<file path="config.mk">
export PLATFORM = sky130hd
export DESIGN_NAME = binary_to_decimal_ascii
export DESIGN_NICKNAME = d
export VERILOG_FILES = /design/src/sv/b2da_pkg.sv /design/src/sv/b2da_bcd_shift.sv /design/src/sv/binary_to_decimal_ascii.sv
export SDC_FILE = /design/constraint.sdc
export NUM_CORES = 1
export LEC_CHECK = 0
export ABC_AREA = 0
export BUFFER_PORTS_ARGS = -buffer_cell sky130_fd_sc_hd__buf_2
export CAP_MARGIN = 20
export CORE_UTILIZATION = 38
export DETAILED_ROUTE_END_ITERATION = 8
export GPL_TIMING_DRIVEN = 0
export SLEW_MARGIN = 40
export SYNTH_ARGS = -nofsm -noshare
export SYNTH_HDL_FRONTEND = slang
export SYNTH_HIERARCHICAL = 1
export SYNTH_SLANG_ARGS = --single-unit
</file>
<file path="constraint.sdc">
create_clock -name i_clk -period 5.85 [get_ports i_clk]
set_clock_uncertainty 0.1 [all_clocks]
set_input_delay 1.17 -clock i_clk [delete_from_list [all_inputs] [get_ports i_clk]]
set_output_delay 1.17 -clock i_clk [all_outputs]
set_load 0.01 [all_outputs]
</file>
<file path="src/sv/b2da_pkg.sv">
package b2da_pkg;

    localparam int VALUE_BITS_DEF = 64;
    localparam int MAX_DIGITS_DEF = 20;
    localparam int IN_DATA_W      = 64;
    localparam int OUT_DATA_W     = 8;
    localparam int ASCII_W        = 6;

    localparam logic [ASCII_W-1:0] ASCII_ZERO = 6'd48;
    localparam logic [ASCII_W-1:0] ASCII_NINE = 6'd57;

    // requests from the sequencer to the conversion unit
    typedef struct packed {
        logic load;
        logic digit_shift;
    } t_conv_ctrl;

    // status back from the conversion unit
    typedef struct packed {
        logic busy;
        logic done;
    } t_conv_stat;

endpackage

</file>
<file path="src/sv/b2da_bcd_shift.sv">
module b2da_bcd_shift #(
    parameter int VALUE_BITS = b2da_pkg::VALUE_BITS_DEF,
    parameter int MAX_DIGITS = b2da_pkg::MAX_DIGITS_DEF
) (
    input  logic                   i_clk,
    input  logic                   i_rst_n,
    input  logic [VALUE_BITS-1:0]  i_value,
    input  b2da_pkg::t_conv_ctrl   i_ctrl,
    output b2da_pkg::t_conv_stat   o_stat,
    output logic [3:0]             o_top_digit
);

    localparam int BCD_W = 4 * MAX_DIGITS;
    localparam int CNT_W = (VALUE_BITS > 1) ? $clog2(VALUE_BITS) : 1;

    logic [VALUE_BITS-1:0] r_bin;
    logic [BCD_W-1:0]      r_bcd;
    logic [CNT_W-1:0]      r_cnt;
    logic                  r_busy;
    logic                  r_done;
    logic [BCD_W-1:0]      n_adj;

    // add-3 correction on every digit, then one shift per cycle while busy
    always_comb begin
        for (int i = 0; i < MAX_DIGITS; i++) begin
            if (r_bcd[4*i +: 4] >= 4'd5) begin
                n_adj[4*i +: 4] = r_bcd[4*i +: 4] + 4'd3;
            end else begin
                n_adj[4*i +: 4] = r_bcd[4*i +: 4];
            end
        end
    end

    always_ff @(posedge i_clk) begin
        if (!i_rst_n) begin
            r_busy <= 1'b0;
            r_done <= 1'b0;
            r_cnt  <= '0;
        end else begin
            r_done <= 1'b0;
            if (i_ctrl.load) begin
                r_busy <= 1'b1;
                r_cnt  <= '0;
            end else if (r_busy) begin
                r_cnt <= r_cnt + 1'b1;
                if (r_cnt == CNT_W'(VALUE_BITS - 1)) begin
                    r_busy <= 1'b0;
                    r_done <= 1'b1;
                end
            end
        end
    end

    // datapath, no reset needed
    always_ff @(posedge i_clk) begin
        if (i_ctrl.load) begin
            r_bin <= i_value;
            r_bcd <= '0;
        end else if (r_busy) begin
            // carry out of the top digit drops: result is modulo 10^MAX_DIGITS
            r_bcd <= {n_adj[BCD_W-2:0], r_bin[VALUE_BITS-1]};
            r_bin <= r_bin << 1;
        end else if (i_ctrl.digit_shift) begin
            r_bcd <= r_bcd << 4;
        end
    end

    assign o_stat.busy = r_busy;
    assign o_stat.done = r_done;
    assign o_top_digit = r_bcd[BCD_W-1 -: 4];

endmodule

</file>
<file path="src/sv/binary_to_decimal_ascii.sv">
// Converts one unsigned value to decimal ASCII text, most significant digit first, leading
// zeros suppressed, a zero value giving the single character '0'; o_m_tlast marks the last
// digit. Only the low VALUE_BITS bits of the input are used, and when MAX_DIGITS is too small
// for that range the value is taken modulo 10^MAX_DIGITS. Conversion is a bit-serial
// shift-and-add-3 over a BCD register, one input bit per cycle; then the digit positions are
// scanned out most significant first (leading zeros are skipped at one per cycle, emitted
// digits wait on i_m_tready). o_s_tready is high only between items, and the output
// register lets the next item be taken while the last digit waits.
module binary_to_decimal_ascii #(
    parameter int VALUE_BITS = b2da_pkg::VALUE_BITS_DEF,
    parameter int MAX_DIGITS = b2da_pkg::MAX_DIGITS_DEF
) (
    input  logic                            i_clk,
    input  logic                            i_rst_n,
    input  logic                            i_s_tvalid,
    output logic                            o_s_tready,
    input  logic [b2da_pkg::IN_DATA_W-1:0]  i_s_tdata,   // [63:0] value
    output logic                            o_m_tvalid,
    input  logic                            i_m_tready,
    output logic [b2da_pkg::OUT_DATA_W-1:0] o_m_tdata,   // [5:0] ascii_digit, [7:6] zero
    output logic                            o_m_tlast    // last_digit
);

    localparam int LEFT_W = $clog2(MAX_DIGITS + 1);

    typedef enum logic [1:0] {
        S_IDLE,
        S_CONV,
        S_EMIT
    } t_state;

    t_state                            r_state;
    logic [LEFT_W-1:0]                 r_left;
    logic                              r_seen;
    logic                              r_out_valid;
    logic [b2da_pkg::ASCII_W-1:0]      r_out_digit;
    logic                              r_out_last;

    b2da_pkg::t_conv_ctrl              conv_ctrl;
    b2da_pkg::t_conv_stat              conv_stat;
    logic [3:0]                        top_digit;
    logic                              in_fire;
    logic                              out_free;
    logic                              skip_zero;
    logic                              emit_now;

    assign in_fire   = i_s_tvalid && o_s_tready;
    assign out_free  = !r_out_valid || i_m_tready;
    assign skip_zero = (r_state == S_EMIT) && !r_seen && (top_digit == 4'd0)
                       && (r_left != LEFT_W'(1));
    assign emit_now  = (r_state == S_EMIT) && !skip_zero && out_free;

    assign conv_ctrl.load        = in_fire;
    assign conv_ctrl.digit_shift = skip_zero || emit_now;

    b2da_bcd_shift #(
        .VALUE_BITS (VALUE_BITS),
        .MAX_DIGITS (MAX_DIGITS)
    ) u_bcd_shift (
        .i_clk       (i_clk),
        .i_rst_n     (i_rst_n),
        .i_value     (i_s_tdata[VALUE_BITS-1:0]),
        .i_ctrl      (conv_ctrl),
        .o_stat      (conv_stat),
        .o_top_digit (top_digit)
    );

    always_ff @(posedge i_clk) begin
        if (!i_rst_n) begin
            r_state     <= S_IDLE;
            r_left      <= '0;
            r_seen      <= 1'b0;
            r_out_valid <= 1'b0;
        end else begin
            if (emit_now) begin
                r_out_valid <= 1'b1;
            end else if (r_out_valid && i_m_tready) begin
                r_out_valid <= 1'b0;
            end
            case (r_state)
                S_IDLE: begin
                    if (in_fire) begin
                        r_state <= S_CONV;
                    end
                end
                S_CONV: begin
                    if (conv_stat.done) begin
                        r_state <= S_EMIT;
                        r_left  <= LEFT_W'(MAX_DIGITS);
                        r_seen  <= 1'b0;
                    end
                end
                S_EMIT: begin
                    if (skip_zero) begin
                        r_left <= r_left - 1'b1;
                    end else if (emit_now) begin
                        r_out_digit <= b2da_pkg::ASCII_ZERO + {2'b00, top_digit};
                        r_out_last  <= (r_left == LEFT_W'(1));
                        r_seen      <= 1'b1;
                        r_left      <= r_left - 1'b1;
                        if (r_left == LEFT_W'(1)) begin
                            r_state <= S_IDLE;
                        end
                    end
                end
                default: begin
                    r_state <= S_IDLE;
                end
            endcase
        end
    end

    assign o_s_tready = (r_state == S_IDLE);
    assign o_m_tvalid = r_out_valid;
    assign o_m_tdata  = {{(b2da_pkg::OUT_DATA_W - b2da_pkg::ASCII_W){1'b0}}, r_out_digit};
    assign o_m_tlast  = r_out_last;

    a_done_in_conv: assert property (@(posedge i_clk) disable iff (!i_rst_n)
        conv_stat.done |-> (r_state == S_CONV))
        else $error("conversion finished outside conversion phase");

    a_digit_range: assert property (@(posedge i_clk) disable iff (!i_rst_n)
        o_m_tvalid |-> (o_m_tdata[5:0] >= b2da_pkg::ASCII_ZERO
                        && o_m_tdata[5:0] <= b2da_pkg::ASCII_NINE))
        else $error("emitted character is not a decimal digit");

    a_left_nonzero: assert property (@(posedge i_clk) disable iff (!i_rst_n)
        (r_state == S_EMIT) |-> (r_left != '0))
        else $error("digit scan ran past the buffer");

    a_unit_idle_on_accept: assert property (@(posedge i_clk) disable iff (!i_rst_n)
        in_fire |-> !conv_stat.busy)
        else $error("item accepted while conversion unit busy");

endmodule

</file>
==> After elaboration in Yosys (flattened, before gate mapping) <==
Index checks and enable logic that the tools add are counted.
{ "op_classes": {"n_eq_ne": 11, "addsub": 23, "bitwise": 3, "reduce_logical": 24, "n_mux": 44, "magnitude_cmp": 20} }
{ "op_table": {"columns": ["operator", "count"], "rows": [
  ["$mux 80", 2],
  ["$mux 64", 2],
  ["$ge 4x3->1 const B", 20],
  ["$add 4x2->4 const B", 19],
  ["$mux 4", 19],
  ["$mux 5", 3],
  ["$mux 2", 5],
  ["$pmux 5 s2", 1],
  ["$mux 1", 9],
  ["$reduce_and 4->1", 2],
  ["$reduce_bool 2->1", 4],
  ["$logic_and 1x1->1", 7],
  ["$add 5x5->6 const A", 1],
  ["$add 6x1->6 const B", 1],
  ["$eq 6x6->1 const B", 1],
  ["$ne 2x1->1 const B", 3],
  ["$pmux 2 s3", 1],
  ["$eq 5x1->1 const B", 1],
  ["$ne 5x1->1 const B", 1],
  ["$reduce_and 5->1", 1],
  ["$sub 5x1->5 const B", 1],
  ["$logic_not 4->1", 1],
  ["$ne 2x2->1 const B", 2],
  ["$add 3x2->3 const B", 1],
  ["12 further kinds", 17]
]} }
{ "totals": {"in_bits": 68, "regBits": 168} }

==> Logic depth before layout (Yosys ltp) <==
Gate-level depths: netlist (run 1).
{ "depth": {"word_depth": 10, "depth_mapped": 13} }

==> Modules after synthesis <==
The synthesis (run 1) kept the hierarchy.
{ "modules_own_cells": {"columns": ["module", "area_each_um2", "cells_per_inst", "seq_area_each_um2", "n_inst"], "rows": [
  ["b2da_bcd_shift", 8546.9, 807, 3683.5, 1],
  ["binary_to_decimal_ascii", 719.4, 72, 330.3, 1]
]} }

==> Least setup slack after synthesis (run 1) <==
Ideal clock, no wire load.
{ "synth_path": {"path_type": "input-to-reg", "start": "input port i_s_tvalid", "end": "register u_bcd_shift.r_bin[0] (enable)", "path_slack_ns": 2.878, "setup_time_ns": 0.396, "t_arrival_ns": 2.476, "cell_stages": 5, "path_cell_list": "and2_1 -> buf_6 -> nor2_4 -> inv_2 -> buf_2"} }
{ "synth_via": {"elab_chain_cells": 2} }
{ "synth_rtl": {"columns": ["item", "line_no", "source"], "rows": [
  ["from (decl)", "binary_to_decimal_ascii.sv:15", "input logic i_s_tvalid,"],
  ["$logic_and 1x1->1", "binary_to_decimal_ascii.sv:47", "assign in_fire = i_s_tvalid && o_s_tready;"],
  ["$reduce_bool 2->1 (no source line)", null, null],
  ["to (signal assigned)", "b2da_bcd_shift.sv:57", "r_bin <= i_value;"],
  ["to (signal assigned)", "b2da_bcd_shift.sv:62", "r_bin <= r_bin << 1;"],
  ["to (decl)", "b2da_bcd_shift.sv:16", "logic [VALUE_BITS-1:0] r_bin;"]
]} }
Every way passes these cells.
A chain may end at the register's enable or synchronous reset.

==> key figures, run 1 <==
Run status
  – Outcome: complete, no violations

CTS
  – Setup repair bufs after CTS: 0
  – CTS resizes: 0
  – CTS tree: done
  – CTS H-Tree Depth: 4
  – Clock root cell: clkbuf_16
  – Clk slew on worst S/H paths: ~0.07 ns
  – Hold-fix buffers, CTS: 0
  – CTS Buffer Depth: 2
  – Clock latency on the worst-skew pair: 0.43 ns
  – CTS buffer count: 17
  – TritonCTS Sinks: 166

Floorplan
  – Initial Util: 39.10%
  – Die W: 158.1 um
  – IO Count: 79
  – Core area: 23,680 um^2
  – Die height: 158.1 um
  – Std cell rows: 56
  – Die area: 24,990 um^2

Pwr
  – Power Dens Cells: roughly 310 nW/um^2
  – P_leak: 3.779 nW
  – Worst VDD drop: 0.1681 mV

Setup path
  – Crit. End Element: register
  – Worst path buffer plus inverter count: 4
  – CP delay by family, top: simple AND/OR/NAND/NOR gates
  – Cell mode on critical path: buf_4
  – Critical Path, Cell by Cell: buf_2 > nand2b_1 > a31oi_4 > nand2b_4 > inv_2 > buf_4 > buf_4 > nor2_2 > nand2_1 > a221oi_2
  – CP required: 6.08 ns
  – Worst Path Max Fanout: 10
  – Startpoint type of the worst setup path: input pin
  – Worst EP arrival: 3.03 ns
  – Worst path slowest cell: nor2_2
  – Worst stage delay on the critical path: 0.33 ns
  – Setup CP Type: input pin to register

STA
  – Final Hold Viols: 0
  – Min Tclk post-route: 2.799 ns
  – Setup TNS Final: 0 ns
  – RSZ-0062 raised after global routing: false
  – Max_slew headroom: between 40% and 50%
  – Measured slew at the worst slew-check pin: about 0.8 ns
  – Setup violators final: 0
  – Final period utilization: 47.85%
  – Final Max Tran Viols: 0
  – Highest Clock Rate: 0.3573 GHz

Placement
  – Port Buf Inserts: 74
  – Dpl cell area: 10,070 um^2
  – Dpl hpwl: 16.14 mm
  – Placer Congestion: 0.7815

Detailed routing
  – Initial drt markers: 568
  – DR WL/cell: 18.23 um
  – Via density: 5.458
  – Routed wire length: 23.81 mm
  – Vias post-DR: 7,128
  – Remaining DRCs: 0
  – 1st-pass router iterations: 5
  – ANT nets after route: 0

Layout
  – Layout cells sized above 1: 24.11%
  – Nets@finish: 1,085
  – Number of diodes: 0
  – Design Area, Final: 10,710 um^2
  – Total of fill cells in the finished design: 2,307
  – Synthesis-to-layout area growth: 15.66%

Hold path
  – Hold Crit Class: register to register

Global routing
  – GRT Util Overall: 19.44%
  – Largest net degree at the start of global routing: 62
  – Initial antenna violation count: 0
  – Grt ovf: 0
  – Vias in the first global route: 6,790
  – First-pass GRT wire length: 37.34 mm

Synth
  – Ys Warns: 6
  – Synth Instances: slightly below 900
  – Syn Std Cell Area: about 9300 um^2
  – Mean Syn Cell Area: approximately 11 um^2

Job
  – Max-cap viol count: 0
-- placed cells by master, fill, tap and decap left out, drive strengths merged, types with 26 or more instances in the layout --
cell      n
nand2    47
nor2     44
a211oi   50
o21ai    32
ha       43
dfxtp    97
edfxtp   69
or4b     27
clkbuf   33
mux2i    28
nand2b   27
a21oi    52
mux2     76
nor3b    30
buf     123
nand4b   38
inv      54
o211ai   26
-- final cells by class --
class	count	area, um^2	share of cell area, %
clock buffer	18	429.2	4.007
multi-input combinational	605	4686	43.76
tap	319	399.1	3.727
sequential	166	4014	37.48
clock inverter	14	210.2	1.963
buffer	63	400.4	3.739
timing repair buffer	75	397.9	3.715
inverter	46	172.7	1.612
-- flip-flops by register name, indices dropped and copies added, names as in the netlist --
name                flops
u_bcd_shift/r_bin      64
u_bcd_shift/r_busy      1
u_bcd_shift/r_bcd      80
o_m_tvalid              1
o_m_tlast               1
u_bcd_shift/r_cnt       6
r_left                  5
r_state                 2
u_bcd_shift/r_done      1
r_out_digit             4
r_seen                  1
-- worst reg2reg max path: cells and delay by family, from the launching register on --
family / cells / cell delay [ns]
adders and majority gates: 1 / 0.15
AOI/OAI and AO/OA: 2 / 0.45
DFF: 1 / 0.39
buffers and inverters: 3 / 0.40
and+or+nand+nor: 4 / 1.19
-- where the power goes --
part | internal (mW) | switching (mW)
clock | 0.731 | 0.518
sequential | 1.35 | 0.122
combinational | 0.262 | 0.303
total | 2.34 | 0.944
-- routing by layer --
metal | track usage, % | wire length, um | part of all wire, % | vias to the layer above
li1 | - | - | - | 3484
met1 | 26.62 | 11300 | 47 | 3476
met2 | 30.93 | 11200 | 47 | 145
met3 | 3.531 | 965 | 4.1 | 23
met4 | 5.907 | 352 | 1.5 | 0
met5 | 0 | 0 | 0 | -
-- final timing paths --
check,from,slack [ns],cells after the start,end
min reg2reg,r_seen$_SDFFE_PN0P_,0.39,1,r_seen$_SDFFE_PN0P_
min,r_seen$_SDFFE_PN0P_,0.39,1,r_seen$_SDFFE_PN0P_
max reg2reg,r_left[0]$_SDFFE_PN0P_,3.07,10,u_bcd_shift/r_bcd[78]$_SDFFE_PP0P_
max,i_m_tready,3.05,10,u_bcd_shift/r_bcd[78]$_SDFFE_PP0P_
-- per-stage QoR --
step | hold slack, ns | util, % | total power [mW] | setup WS, ns | instances
3_3_place_gp | 0.3647 | 42.38 | 2.040 | 2.119 | 1273
3_5_place_dp | 0.3752 | 42.52 | 2.057 | 2.639 | 1274
2_1_floorplan | 0.3472 | - | 1.874 | 2.878 | 880
6_report | 0.3878 | 45.22 | 3.288 | 3.051 | 1306
5_1_grt | 0.4066 | 45.22 | 3.448 | 2.844 | 1306
4_1_cts | 0.3914 | 45.22 | 3.312 | 3.081 | 1306
Power figures use the tool's default switching activity.
==> run 2, diff against run 1 <==
--- a/config.mk
+++ b/config.mk
@@ -5,7 +5,7 @@
 export SDC_FILE = /design/constraint.sdc
 export NUM_CORES = 1
 export LEC_CHECK = 0
-export ABC_AREA = 0
+export ABC_AREA = 1
 export BUFFER_PORTS_ARGS = -buffer_cell sky130_fd_sc_hd__buf_2
 export CAP_MARGIN = 20
 export CORE_UTILIZATION = 38
==> constraint.sdc (replaced) <==
create_clock -name i_clk -period 2.3 [get_ports i_clk]
set_clock_uncertainty 0.1 [all_clocks]
set_input_delay 0.46 -clock i_clk [delete_from_list [all_inputs] [get_ports i_clk]]
set_output_delay 0.46 -clock i_clk [all_outputs]
set_load 0.01 [all_outputs]
==> run 2 against run 1 <==
Die area grew 0.47%; clock-buffer cell count shrank 1; worst hold slack lost 0.21 ns; largest cell class unchanged.
==> key figures, run 2 <==
Floorplan
  – Die area: 25,110 um^2 (was 24,990 um^2)
  – IO Count: 79 (unchanged)
  – Core area: 23,750 um^2 (was 23,680 um^2)
  – Std cell rows: 56 (unchanged)
  – Die height: 158.5 um (was 158.1 um)
  – Initial Util: 39.16% (was 39.10%)
  – Die W: 158.5 um (was 158.1 um)

Setup path
  – CP delay by family, top: buffers and inverters (was simple AND/OR/NAND/NOR gates)
  – Worst Path Max Fanout: 11 (was 10)
  – Critical Path, Cell by Cell: nor2_1 > nand2_1 > inv_1 > inv_2 > buf_2 > clkbuf_1 > nand2_1 > nand2_1 (was buf_2 > nand2b_1 > a31oi_4 > nand2b_4 > inv_2 > buf_4 > buf_4 > nor2_2 > nand2_1 > a221oi_2)
  – Worst stage delay on the critical path: 0.41 ns (was 0.33 ns)
  – Startpoint type of the worst setup path: register (was input pin)
  – Worst EP arrival: 2.35 ns (was 3.03 ns)
  – Cell mode on critical path: nand2_1 (was buf_4)
  – Worst path buffer plus inverter count: 4 (unchanged)
  – CP required: 2.52 ns (was 6.08 ns)
  – Setup CP Type: register to register (was input pin to register)
  – Worst path slowest cell: buf_2 (was nor2_2)
  – Crit. End Element: register (unchanged)

CTS
  – TritonCTS Sinks: 166 (unchanged)
  – CTS buffer count: 17 (unchanged)
  – CTS Buffer Depth: 2 (unchanged)
  – Hold-fix buffers, CTS: 0 (unchanged)
  – CTS H-Tree Depth: 4 (unchanged)
  – Clock root cell: clkbuf_16 (unchanged)
  – Clk slew on worst S/H paths: 0.08 ns (was 0.07 ns)
  – CTS tree: done (unchanged)
  – Clock latency on the worst-skew pair: 0.45 ns (was 0.43 ns)

STA
  – Max_slew headroom: 45.08% (was 47.76%)
  – Final Max Tran Viols: 0 (unchanged)
  – Final period utilization: a little over 90%
  – Min Tclk post-route: 2.131 ns
  – Worst hold slack: 0.1753 ns (was 0.3878 ns)
  – Measured slew at the worst slew-check pin: 0.8237 ns (was 0.7836 ns)
  – Highest Clock Rate: 0.4693 GHz
  – Setup violators final: 0 (unchanged)
  – Final Hold Viols: 0 (unchanged)
  – RSZ-0062 raised after global routing: true (was false)

Synth
  – Synth Instances: 1,255 (was 878)
  – Mean Syn Cell Area: 7.412 um^2 (was 10.55 um^2)
  – Ys Warns: 6 (unchanged)
  – Syn Std Cell Area: 9303 um^2 (was 9259 um^2)

Layout
  – Most common cell after layout, fill and taps aside: nand2_1 (was dfxtp_1)
  – Commonest cells after routing, fill and taps aside: nand2_1, inv_1, o21ai_0 (was dfxtp_1, buf_2, mux2_2)
  – Number of diodes: 0 (unchanged)
  – Synthesis-to-layout area growth: 15.62% (was 15.66%)
  – Util after Layout: 45.28% (was 45.22%)
  – Reg with most FFs: u_bcd_shift/r_bcd (unchanged)
  – Post-Layout Cell Count: 1,685 (was 1,306)
  – Layout cells sized above 1: 12.66% (was 24.11%)
  – Design Area, Final: 10,760 um^2 (was 10,710 um^2)
  – Max reg flops: 80 (unchanged)
  – Largest registers: u_bcd_shift/r_bcd: 80 flops, u_bcd_shift/r_bin: 64 flops, u_bcd_shift/r_cnt: 6 flops (unchanged)
  – Nets@finish: 1,464 (was 1,085)

Placement
  – Dpl cells: 1,650 (was 1,274)
  – Dpl hpwl: 16.20 mm (was 16.14 mm)
  – Dpl cell area: 10,100 um^2 (was 10,070 um^2)
  – Placer Congestion: 0.8155 (was 0.7815)
  – Port Buf Inserts: 74 (unchanged)

Global routing
  – Initial antenna violation count: 0 (unchanged)
  – Grt ovf: 0 (unchanged)
  – GRT Util Overall: 19.84% (was 19.44%)
  – First-pass GRT wire length: 38.85 mm (was 37.34 mm)
  – Vias in the first global route: 7,886 (was 6,790)
  – Largest net degree at the start of global routing: 66 (was 62)

Pwr
  – Worst VDD drop: 0.5543 mV (was 0.1681 mV)
  – Pwr Total: 13.70 mW (was 3.288 mW)
  – P_leak: 4.964 nW (was 3.779 nW)
  – Power Dens Cells: 1273 nW/um^2 (was 307.0 nW/um^2)

Detailed routing
  – Initial drt markers: 626 (was 568)
  – Routed wire length: 23.49 mm (was 23.81 mm)
  – Remaining DRCs: 0 (unchanged)
  – ANT nets after route: 0 (unchanged)
  – Via density: 5.002 (was 5.458)
  – 1st-pass router iterations: 5 (unchanged)
  – Vias post-DR: 8,428 (was 7,128)
  – DR WL/cell: 13.94 um (was 18.23 um)

Job
  – Max-cap viol count: 0 (unchanged)

Hold path
  – Hold Crit Class: input pin to register (was register to register)

Run status
  – Outcome: complete, no violations (unchanged)
-- run 2: changes by cell type in the layout (fill, tap and decap cells not counted), moves of 28 or more --
cell,previous run,this run
o21ai_0,31,126
a211oi_1,50,8
nand3_1,2,77
mux2_2,76,0
mux2i_1,28,0
a21oi_1,52,95
inv_1,44,163
nand2_1,47,370
nand4b_1,38,0
-- run 2: layout make-up --
type                       instances  area (um^2)
buffer                            61        340.3
fill                            2385        13000
multi-input combinational        860         4385
clock inverter                    15        162.7
tap                              319        399.1
clock buffer                      17        425.4
timing repair buffer              76        385.4
inverter                         171        643.1
sequential                       166         4014
-- run 2: repair_timing --
action / in CTS / in global routing
pin swaps: 0 / 1
resized for setup: 4 / 30
setup endpoints to repair: 22 / 132
setup buffers: 0 / 2
gates cloned: 0 / 1
-- run 2: worst register-to-register path: cells and delay by family (launching register included) --
family	cells	cell delay, ns
buffers and inverters	4	1.12
and+or+nand+nor	4	0.42
DFF	1	0.39
-- run 2: path summary, 6_finish.rpt --
path                                 from                               to  slack (ns)  cells after the start
hold reg to reg    r_left[1]$_SDFFE_PN0P_           r_left[1]$_SDFFE_PN0P_        0.37                      2
setup reg to reg  r_state[1]$_SDFFE_PN0P_  u_bcd_shift/r_bin[43]$_DFFE_PP_        0.17                      8
setup / recovery  r_state[1]$_SDFFE_PN0P_  u_bcd_shift/r_bin[43]$_DFFE_PP_        0.17                      8
hold / removal              i_s_tdata[32]  u_bcd_shift/r_bin[32]$_DFFE_PP_        0.18                      3
-- run 2: report_power, final --
part           internal, mW  switching, mW
registers              4.26          0.833
logic                  2.08           3.63
clock network          1.46           1.43
total                  7.80           5.89
-- run 2: routing by layer --
layer | share of wire (%) | track usage [%]
met1 | 48 | 26.85
met4 | 1.9 | 6.090
met2 | 44 | 31.77
met3 | 6.2 | 3.919
met5 | 0 | 0
-- run 2: through the flow --
stage | TNS, ns | setup WS [ns]
2_1_floorplan | 0 | 0.3187
5_1_grt | -0.8235 | -0.03035
3_3_place_gp | -12.90 | -0.1995
4_1_cts | 0 | 0.05929
3_5_place_dp | -0.5213 | -0.06654
6_report | 0 | 0.1693
